### config.mk
export PLATFORM = sky130hd
export DESIGN_NAME = ncfd_parse
export DESIGN_NICKNAME = d
export VERILOG_FILES = /design/src/sv/nmea_coordinate_field_to_degrees_macros.svh /design/src/sv/ncfd_pkg.sv /design/src/sv/ncfd_parse.sv
export SDC_FILE = /design/constraint.sdc
export NUM_CORES = 1
export LEC_CHECK = 0
export BUFFER_PORTS_ARGS = -buffer_cell sky130_fd_sc_hd__buf_2
export CAP_MARGIN = 20
export CORE_ASPECT_RATIO = 0.7
export CORE_MARGIN = 3
export CORE_UTILIZATION = 56
export CTS_BUF_LIST = sky130_fd_sc_hd__clkbuf_4
export DETAILED_ROUTE_END_ITERATION = 7
export PLACE_DENSITY = 0.81
export RECOVER_POWER = 100
export REMOVE_ABC_BUFFERS = 1
export SLEW_MARGIN = 5
export SYNTH_ARGS = -nofsm -noshare
export SYNTH_HDL_FRONTEND = slang
export SYNTH_SLANG_ARGS = --single-unit
### constraint.sdc
create_clock -name clock -period 23 [get_ports clock]
set_clock_uncertainty 0.05 [all_clocks]
set_input_delay 2.3 -clock clock [delete_from_list [all_inputs] [get_ports clock]]
set_output_delay 2.3 -clock clock [all_outputs]
set_load 0.02 [all_outputs]
### src/sv/nmea_coordinate_field_to_degrees_macros.svh
`ifndef NMEA_COORDINATE_FIELD_TO_DEGREES_MACROS_SVH
`define NMEA_COORDINATE_FIELD_TO_DEGREES_MACROS_SVH

// same-cycle implication, disabled in reset
`define NCFD_ASSERT_NOW(label, clk, rst, ante, cons) \
   label: assert property (@(posedge clk) disable iff (rst) (ante) |-> (cons)) \
      else $error("ncfd assertion failed");

// next-cycle implication, disabled in reset
`define NCFD_ASSERT_NEXT(label, clk, rst, ante, cons) \
   label: assert property (@(posedge clk) disable iff (rst) (ante) |=> (cons)) \
      else $error("ncfd assertion failed");

`endif

### src/sv/ncfd_pkg.sv
package ncfd_pkg;

   localparam int MAX_INTEGER_DIGITS = 15;
   localparam int FRACTION_DIGITS    = 4;
   localparam int MINUTE_DIGITS      = 2;

   localparam int INT_CNT_W  = $clog2(MAX_INTEGER_DIGITS + 1);
   localparam int FRAC_CNT_W = $clog2(FRACTION_DIGITS + 1);

   localparam int CHAR_W  = 8;
   localparam int DEG_W   = 8;
   localparam int MIN_W   = 7;
   localparam int FRAC_W  = 14;
   localparam int SUM_W   = 27;
   localparam int QUOT_W  = 24;
   localparam int OUT_W   = 32;

   localparam logic [CHAR_W-1:0] CHAR_ZERO = 8'h30;
   localparam logic [CHAR_W-1:0] CHAR_NINE = 8'h39;
   localparam logic [CHAR_W-1:0] CHAR_DOT  = 8'h2E;

   localparam logic [OUT_W-1:0] DEG_SCALE  = 32'd10_000_000;
   localparam logic [SUM_W-1:0] MIN_SCALE  = 27'd1_000_000;
   localparam logic [SUM_W-1:0] FRAC_SCALE = 27'd100;

   // ceil(2^29 / 6); exact floor division for sums below 2^27
   localparam int              RECIP_SHIFT = 29;
   localparam logic [SUM_W-1:0] RECIP_SIX  = 27'd89_478_486;
   localparam logic [QUOT_W-1:0] QUOT_MAX  = 24'd16_666_650;
   localparam logic [OUT_W-1:0] RESULT_MAX = 32'd2_566_666_650;

   typedef struct packed {
      logic              too_long;
      logic [DEG_W-1:0]  degrees;
      logic [MIN_W-1:0]  minutes;
      logic [FRAC_W-1:0] fraction;
   } ncfd_fix_type;

   typedef struct packed {
      logic              too_long;
      logic [OUT_W-1:0]  deg_scaled;
      logic [QUOT_W-1:0] quotient;
   } ncfd_part_type;

   // zero-pad the fraction to four digits
   function automatic logic [FRAC_W-1:0] pad_scale(input logic [FRAC_CNT_W-1:0] cnt);
      logic [FRAC_W-1:0] r;
      case (32'(cnt))
         0:       r = 14'd10000;
         1:       r = 14'd1000;
         2:       r = 14'd100;
         3:       r = 14'd10;
         default: r = 14'd1;
      endcase
      return r;
   endfunction

endpackage

### src/sv/ncfd_parse.sv
module ncfd_parse import ncfd_pkg::*; (
   input  logic              clock,
   input  logic              reset,
   input  logic              in_valid,
   input  logic [CHAR_W-1:0] in_char,
   input  logic              in_last,
   output logic              in_ready,
   output logic              fix_valid,
   output ncfd_fix_type      fix,
   input  logic              fix_ready
);

   typedef enum logic [1:0] {
      PH_INTEGER,
      PH_FRACTION,
      PH_STOPPED,
      PH_TOO_LONG
   } phase_type;

   phase_type             phase_ff, phase_in;
   logic [INT_CNT_W-1:0]  icnt_ff, icnt_in;
   logic [MIN_W-1:0]      held_ff, held_in;
   logic [DEG_W-1:0]      deg_ff, deg_in;
   logic [FRAC_W-1:0]     frac_ff, frac_in;
   logic [FRAC_CNT_W-1:0] fcnt_ff, fcnt_in;
   logic                  fix_valid_ff, fix_valid_in;
   ncfd_fix_type          fix_ff, fix_in;

   logic       take;
   logic       is_digit;
   logic [3:0] digit;
   logic [3:0] oldest;
   logic [3:0] youngest;

   assign in_ready = !fix_valid_ff || fix_ready;
   assign take     = in_valid && in_ready;
   assign is_digit = (in_char >= CHAR_ZERO) && (in_char <= CHAR_NINE);
   assign digit    = is_digit ? in_char[3:0] : 4'd0;
   // held value is at most 99: x/10 == (x*205)>>11
   assign oldest   = 4'((16'(held_ff) * 16'd205) >> 11);
   assign youngest = 4'(held_ff - 7'(oldest) * 7'd10);

   always_comb begin
      phase_in     = phase_ff;
      icnt_in      = icnt_ff;
      held_in      = held_ff;
      deg_in       = deg_ff;
      frac_in      = frac_ff;
      fcnt_in      = fcnt_ff;
      fix_valid_in = fix_ready ? 1'b0 : fix_valid_ff;
      fix_in       = fix_ff;

      if (take) begin
         unique case (phase_ff)
            PH_INTEGER: begin
               if (is_digit) begin
                  if (icnt_ff >= INT_CNT_W'(MAX_INTEGER_DIGITS)) begin
                     phase_in = PH_TOO_LONG;
                  end else begin
                     if (icnt_ff >= INT_CNT_W'(MINUTE_DIGITS)) begin
                        deg_in  = 8'(deg_ff * 8'd10) + 8'(oldest);
                        held_in = 7'(youngest) * 7'd10 + 7'(digit);
                     end else begin
                        held_in = 7'(held_ff * 7'd10) + 7'(digit);
                     end
                     icnt_in = icnt_ff + INT_CNT_W'(1);
                  end
               end else if (in_char == CHAR_DOT) begin
                  phase_in = PH_FRACTION;
               end else begin
                  phase_in = PH_STOPPED;
               end
            end
            PH_FRACTION: begin
               if (is_digit) begin
                  if (fcnt_ff < FRAC_CNT_W'(FRACTION_DIGITS)) begin
                     frac_in = 14'(frac_ff * 14'd10) + 14'(digit);
                     fcnt_in = fcnt_ff + FRAC_CNT_W'(1);
                  end
               end else begin
                  phase_in = PH_STOPPED;
               end
            end
            PH_STOPPED, PH_TOO_LONG: begin
            end
         endcase

         if (in_last) begin
            fix_valid_in     = 1'b1;
            fix_in.too_long  = (phase_in == PH_TOO_LONG);
            fix_in.degrees   = deg_in;
            fix_in.minutes   = held_in;
            fix_in.fraction  = 14'(frac_in * pad_scale(fcnt_in));
            phase_in         = PH_INTEGER;
            icnt_in          = '0;
            held_in          = '0;
            deg_in           = '0;
            frac_in          = '0;
            fcnt_in          = '0;
         end
      end
   end

   always_ff @(posedge clock) begin
      if (reset) begin
         phase_ff     <= PH_INTEGER;
         icnt_ff      <= '0;
         held_ff      <= '0;
         deg_ff       <= '0;
         frac_ff      <= '0;
         fcnt_ff      <= '0;
         fix_valid_ff <= 1'b0;
      end else begin
         phase_ff     <= phase_in;
         icnt_ff      <= icnt_in;
         held_ff      <= held_in;
         deg_ff       <= deg_in;
         frac_ff      <= frac_in;
         fcnt_ff      <= fcnt_in;
         fix_valid_ff <= fix_valid_in;
      end
      fix_ff <= fix_in;
   end

   assign fix_valid = fix_valid_ff;
   assign fix       = fix_ff;

endmodule

==> impl_metrics.tcl, run 1 <==
set metrics [dict create \
    drive_above_1_share_pct 5.20 \
    clock_path_buffers 2 \
    cts_tree "done" \
    synth_area_leaders "ha_1 (18%), fa_1 (17%), edfxtp_1 (11%), dfxtp_1 (9.6%), inv_1 (5.6%)" \
    avgSynthCellArea_um2 9.03 \
    crit_fanout 9 \
    cts_hold_buf 0 \
    wl_per_cell_um 16.8 \
    setup_viol 0 \
    netlist_area_um2 8110 \
    clkLatencyLatePin_ns 0.44 \
    power_leakage_nw 4.05 \
    crit_path_frequent_cell "fa_1" \
    yosysSeqAreaShare_pct 20.7 \
    fin_crit_ns 9.74 \
    combPwrFrac_pct 5.9 \
    dp_cells 1117 \
    io_pins 45 \
    report.final.slew_viol_count 0 \
    synth-seq-cells 69 \
    synth_common_cells "inv_1 (122), ha_1 (117), nor2_1 (107)" \
    cts.sinks 69 \
    port_buffers 44 \
    synth_most_common_cell "inv_1" \
    setup_tns_ns 0 \
    rows 36 \
    drtAntennaViolNets 0 \
    antenna_found_initial 1 \
    yosys.area.top_type_share_pct 18.0 \
    dr.first_iter.drc_count 602 \
    rsz0062_at_grt "no" \
    p_int_w 0.000166 \
    dpl.hpwl_um 15300 \
    initial_core_util_pct 57.7 \
    cp_slowest_cell "o21ai_0" \
    fin_nets 1137 \
    hold_path_class "register to register" \
    dp_slack_ns 13.24 \
    clkSlewWorstSetupHoldPaths_ns 0.13 \
    cts_resized 0 \
    grt_max_degree 41 \
    status "finished, final reports clean" \
    grt_pass1_wl_um 31900 \
    max_cap_violations 0 \
    critical_path_required_ns 23.16 \
    track_usage_pct 25.1 \
    syn-instance-count 899 \
    cts_root_buffer "clkbuf_4" \
    gp_congestion 0.940 \
    vias_per_cell 5.67 \
    cellPowerDensity_nw_per_um2 26.6 \
    worstSetupStartpointType "input port" \
    die_y_um 107 \
    via_count 6431 \
    overflow 0 \
    post_cts_buffers 0 \
    async_flop_share_pct 0 \
    first_global_vias 6218 \
    htree_levels 3 \
    fp.dieW_um 150 \
    yosysWarnings 0 \
    period_share_pct 42.3 \
    swShare_pct 27.4 \
    post_synth_num_cell_types 71 \
    cts_buffers 9 \
    cp_slowest_stage_delay_ns 0.92 \
    max_freq_mhz 103 \
    synth-main-ff-cell "dfxtp_1" \
    p_sw_w 0.0000626 \
    critPathArrivalTime_ns 9.89 \
    route.detailed.drc 0 \
    fin_hold_ws_ns 0.479 \
    fin_cells 1134 \
    worst-slew-pin-transition_ns 1.48 \
    hold_viol 0 \
    core_area_um2 14100 \
    routed_wl_um 19100 \
    synth_enable_flop_cells 30 \
    drt_pass1_iterations 6 \
    vdd_drop_max_mv 0.0297 \
    criticalPathCategory "input port to register" \
    synth_area_leader_cell "ha_1" \
    design.die.area_um2 16000 \
    seq_power_share_pct 57.1 \
    setup_ws_ns 13.26 \
    p_clk_share_pct 37.0 \
    slew_headroom_pct 1.41 \
    crit_path_end_kind "register" \
    area_growth_pct 5.80 \
    fin_total_pwr_w 0.000229 \
]
placed cells by master, fill, tap and decap left out, drive strengths merged, types with 14 or more instances in the layout:
master    n
a21oi    41
a22oi    25
and2     16
clkbuf   46
dfxtp    39
edfxtp   30
fa       69
ha      117
inv     125
mux2i    14
nand2    75
nor2    107
o21ai    30
xnor2    52
xor2     21
per-stage QoR:
stage                     util, %  area (um^2)
after floorplan                 -         8010
after global placement       60.6         8520
after detailed placement     60.6         8520
after CTS                    61.6         8660
after global routing         61.1         8580
final                        61.1         8580
final timing paths:
check                    from     endpoint  slack (ns)  cells past startpoint
hold reg to reg   frac_ff[13]  frac_ff[13]        0.48                      2
setup reg to reg   frac_ff[1]      fix[13]       14.72                     27
setup / recovery   in_char[2]      fix[13]       13.26                     29
hold / removal    frac_ff[13]  frac_ff[13]        0.48                      2
worst max-delay path: cells and delay by family:
family | cells | cell delay [ns]
AOI/OAI and AO/OA | 7 | 2.15
xor gates and xnor gates | 4 | 0.57
and+or+nand+nor | 4 | 0.73
buffers and inverters | 5 | 0.41
adders and majority gates | 9 | 3.71
flip-flops by register name, indices dropped and copies added, names as in the netlist:
signal	flops
phase_ff	2
deg_ff	8
fix_valid	1
frac_ff	14
held_ff	7
icnt_ff	4
fix	30
fcnt_ff	3
area by class of cell:
type	instances	area [um^2]
flip-flops and latches	69	1680
clock inverters	7	72.6
multi-input cells	686	5860
clock buffers	9	67.6
repair buffers	50	209
inverters	122	458
well taps	190	238
fillers	1247	5470
diodes	1	2.50
layer usage:
metal  routed length, um  track usage [%]
met5                   0                0
met4                 189             3.98
met3                1810             5.58
met2                7760             35.9
met1                9330             39.1
power by group through the flow:
stage               clock (W)  sequential, W  combinational (W)
finish              0.0000846       0.000131          0.0000135
global route        0.0000921       0.000131          0.0000148
CTS                 0.0000863       0.000131          0.0000144
detailed placement          0       0.000133          0.0000143
global placement            0       0.000133          0.0000141
floorplan                   0       0.000136         0.00000438
cell families (layout without fill, tap and decap cells):
logic type,count (synthesis),in the layout,share of synthesized area (%)
AOI/OAI and AO/OA,140,140,11.3
and+or+nand+nor,265,265,15.2
other,0,1,0
adders and majority gates,187,187,35.2
DFF,69,69,20.7
xor gates and xnor gates,73,73,7.88
buffers and inverters,144,188,6.88
muxes,21,21,2.79
(Power assumes the default switching activity.)
==> run 2: changes to the inputs <==
ABC_AREA = 1   (was not set)
clock period = 9.9 ns   (was 23 ns; I/O delays follow)
==> run 2 against run 1 <==
Net effect:
- the run now ends with max-capacitance violations, max-slew violations left
- critical path depth up 10
- sequential cell count unchanged
- non-clock buffer count down 2
- sequential share of layout area down 0.44 points
- combinational power up 130%
- worst setup slack worse by 12 ns
- critical endpoint unchanged
- largest power group unchanged
- highest routed layer unchanged
==> impl_metrics.tcl, run 2 <==
set metrics [dict create \
    wl_per_cell_um 14.2 \
    cts_root_buffer "clkbuf_4" \
    synth-main-ff-cell "dfxtp_1" \
    worstSetupStartpointType "input port" \
    place_area_um2 8740 \
    setup_viol 0 \
    fin_hold_ws_ns 0.423 \
    fin_area_um2 8780 \
    synth_area_leader_cell "ha_1" \
    p_sw_w 0.000159 \
    cts_resized 0 \
    drt_pass1_iterations 6 \
    synth_enable_flop_cells 30 \
    cp_slowest_stage_delay_ns 0.96 \
    route.detailed.drc 0 \
    p_clk_share_pct 36.1 \
    port_buffers 44 \
    grt_max_degree 40 \
    vias_per_cell 5.26 \
    antenna_cells 0 \
    synth_area_leaders "ha_1 (18%), fa_1 (17%), nand2_1 (12%), edfxtp_1 (11%), inv_1 (9.6%)" \
    r2r_setup_slack_ns 1.81 \
    critical_path_required_ns 10.11 \
    yosys.area.top_type_share_pct 17.6 \
    drtAntennaViolNets 0 \
    reg2reg_from "frac_ff[1]" \
    status "complete, but fails checks" \
    netlist_area_um2 8310 \
    combPwrFrac_pct 6.0 \
    track_usage_pct 24.6 \
    clkLatencyLatePin_ns 0.46 \
    worst-slew-pin-transition_ns 2.68 \
    r2r_cells 41 \
    cp_slowest_cell "o21ai_0" \
    routed_wl_um 18800 \
    fin_nets 1324 \
    synth_common_cells "nand2_1 (255), inv_1 (213), ha_1 (117)" \
    cellPowerDensity_nw_per_um2 59.5 \
    grt_pass1_wl_um 32200 \
    reg2reg_to "fix[13]" \
    p_int_w 0.000364 \
    overflow 0 \
    final_cell_mix "nand2_1 (257), inv_1 (213), ha_1 (117)" \
    post_synth_num_cell_types 43 \
    initial_core_util_pct 58.4 \
    core_area_um2 14200 \
    rsz0062_at_grt "no" \
    fp.dieW_um 152 \
    violations "max-capacitance violations, max-slew violations" \
    hold_depth 2 \
    design.die.area_um2 16400 \
    synth_most_common_cell "nand2_1" \
    cts_hold_buf 0 \
    fin_total_pwr_w 0.000523 \
    hp-start "frac_ff[13]" \
    yosysWarnings 0 \
    clock_path_buffers 2 \
    max_cap_violations 3 \
    syn-instance-count 1083 \
    final_common_cell "nand2_1" \
    async_flop_share_pct 0 \
    htree_levels 3 \
    avgSynthCellArea_um2 7.67 \
    synth-seq-cells 69 \
    die_y_um 108 \
    crit_path_frequent_cell "nand2_1" \
    max_freq_mhz 118 \
    dr.first_iter.drc_count 564 \
    hold_path_end "frac_ff[13]" \
    antenna_found_initial 0 \
    fin_crit_ns 8.49 \
    crit_fanout 26 \
    power_leakage_nw 4.60 \
    period_share_pct 85.8 \
    slew_headroom_pct -79.6 \
    clkSlewWorstSetupHoldPaths_ns 0.18 \
    io_pins 45 \
    first_global_vias 6734 \
    dpl.hpwl_um 15100 \
    cts_tree "done" \
    seq_power_share_pct 57.9 \
    yosysSeqAreaShare_pct 20.2 \
    swShare_pct 30.4 \
    cts.sinks 69 \
    vdd_drop_max_mv 0.0813 \
    via_count 6937 \
    hold_path_class "register to register" \
    report.final.slew_viol_count 106 \
    setup_tns_ns 0 \
    cts_buffers 9 \
    gp_congestion 0.991 \
    criticalPathCategory "input port to register" \
    largest_reg_flops 30 \
    area_growth_pct 5.68 \
    crit_path_end_kind "register" \
    hold_viol 0 \
    critPathArrivalTime_ns 8.70 \
    drive_above_1_share_pct 5.75 \
    rows 36 \
    post_cts_buffers 0 \
]
==> run 2: worst max-delay path by stage <==
stage	start	end	slack, ns	cells past startpoint
after detailed placement	in_char[7]	fix[13]	1.72	46
after floorplan	in_char[7]	fix[13]	2.46	43
after global routing	in_char[6]	fix[13]	0.64	39
after global placement	in_char[7]	fix[13]	1.95	46
final	in_char[7]	fix[13]	1.41	39
after CTS	frac_ff[1]	fix[13]	1.87	40
==> run 2: worst max-delay path, delay by kind of cell <==
family | cells | cell delay (ns)
AO/OA/AOI/OAI | 2 | 1.13
XOR/XNOR | 1 | 0.22
adder cells (fa/ha/maj) | 7 | 2.95
buffers and inverters | 12 | 1.63
AND/OR/NAND/NOR | 17 | 1.78
==> run 2: metrics by stage <==
stage / instances / util, % / worst slack, ns
floorplan: 1066 / - / 2.46
global placement: 1304 / 61.4 / 1.95
detailed placement: 1304 / 61.4 / 1.72
CTS: 1320 / 62.2 / 1.87
global route: 1320 / 61.7 / 0.641
finish: 1320 / 61.7 / 1.41
==> run 2: layer usage <==
metal | global-route usage, % | routed length (um) | vias up
met5 | 0 | 0 | -
met4 | 4.36 | 243 | 0
met3 | 5.78 | 1580 | 23
met2 | 35.5 | 7530 | 268
met1 | 37.7 | 9410 | 3153
li1 | - | - | 3493
==> run 2: layout make-up <==
| cell class | instances | area, um^2 |
|---|---|---|
| flip-flops and latches | 69 | 1680 |
| clock buffers | 10 | 75.1 |
| repair buffers | 48 | 203 |
| inverters | 218 | 821 |
| multi-input cells | 779 | 5720 |
| clock inverters | 6 | 47.5 |
| well taps | 190 | 238 |
| fillers | 1295 | 5450 |
==> run 2: power groups by stage <==
| stage | registers, W | clock network [W] | logic, W |
|---|---|---|---|
| 6_report | 0.000303 | 0.000189 | 0.0000313 |
| 5_1_grt | 0.000303 | 0.000202 | 0.0000344 |
| 4_1_cts | 0.000302 | 0.000192 | 0.0000335 |
| 3_5_place_dp | 0.000308 | 0 | 0.0000333 |
| 3_3_place_gp | 0.000308 | 0 | 0.0000330 |
| 2_1_floorplan | 0.000314 | 0 | 0.0000114 |
==> run 2: kinds of logic (layout without fill, tap and decap cells) <==
group | count (synthesis) | in the layout | synth area share (%)
AO/OA/AOI/OAI | 112 | 112 | 7.54
XOR/XNOR | 45 | 45 | 4.74
adder cells (fa/ha/maj) | 186 | 186 | 34.2
buffers and inverters | 235 | 282 | 10.8
flip-flops | 69 | 69 | 20.2
multiplexers | 1 | 1 | 0.120
AND/OR/NAND/NOR | 435 | 435 | 22.4
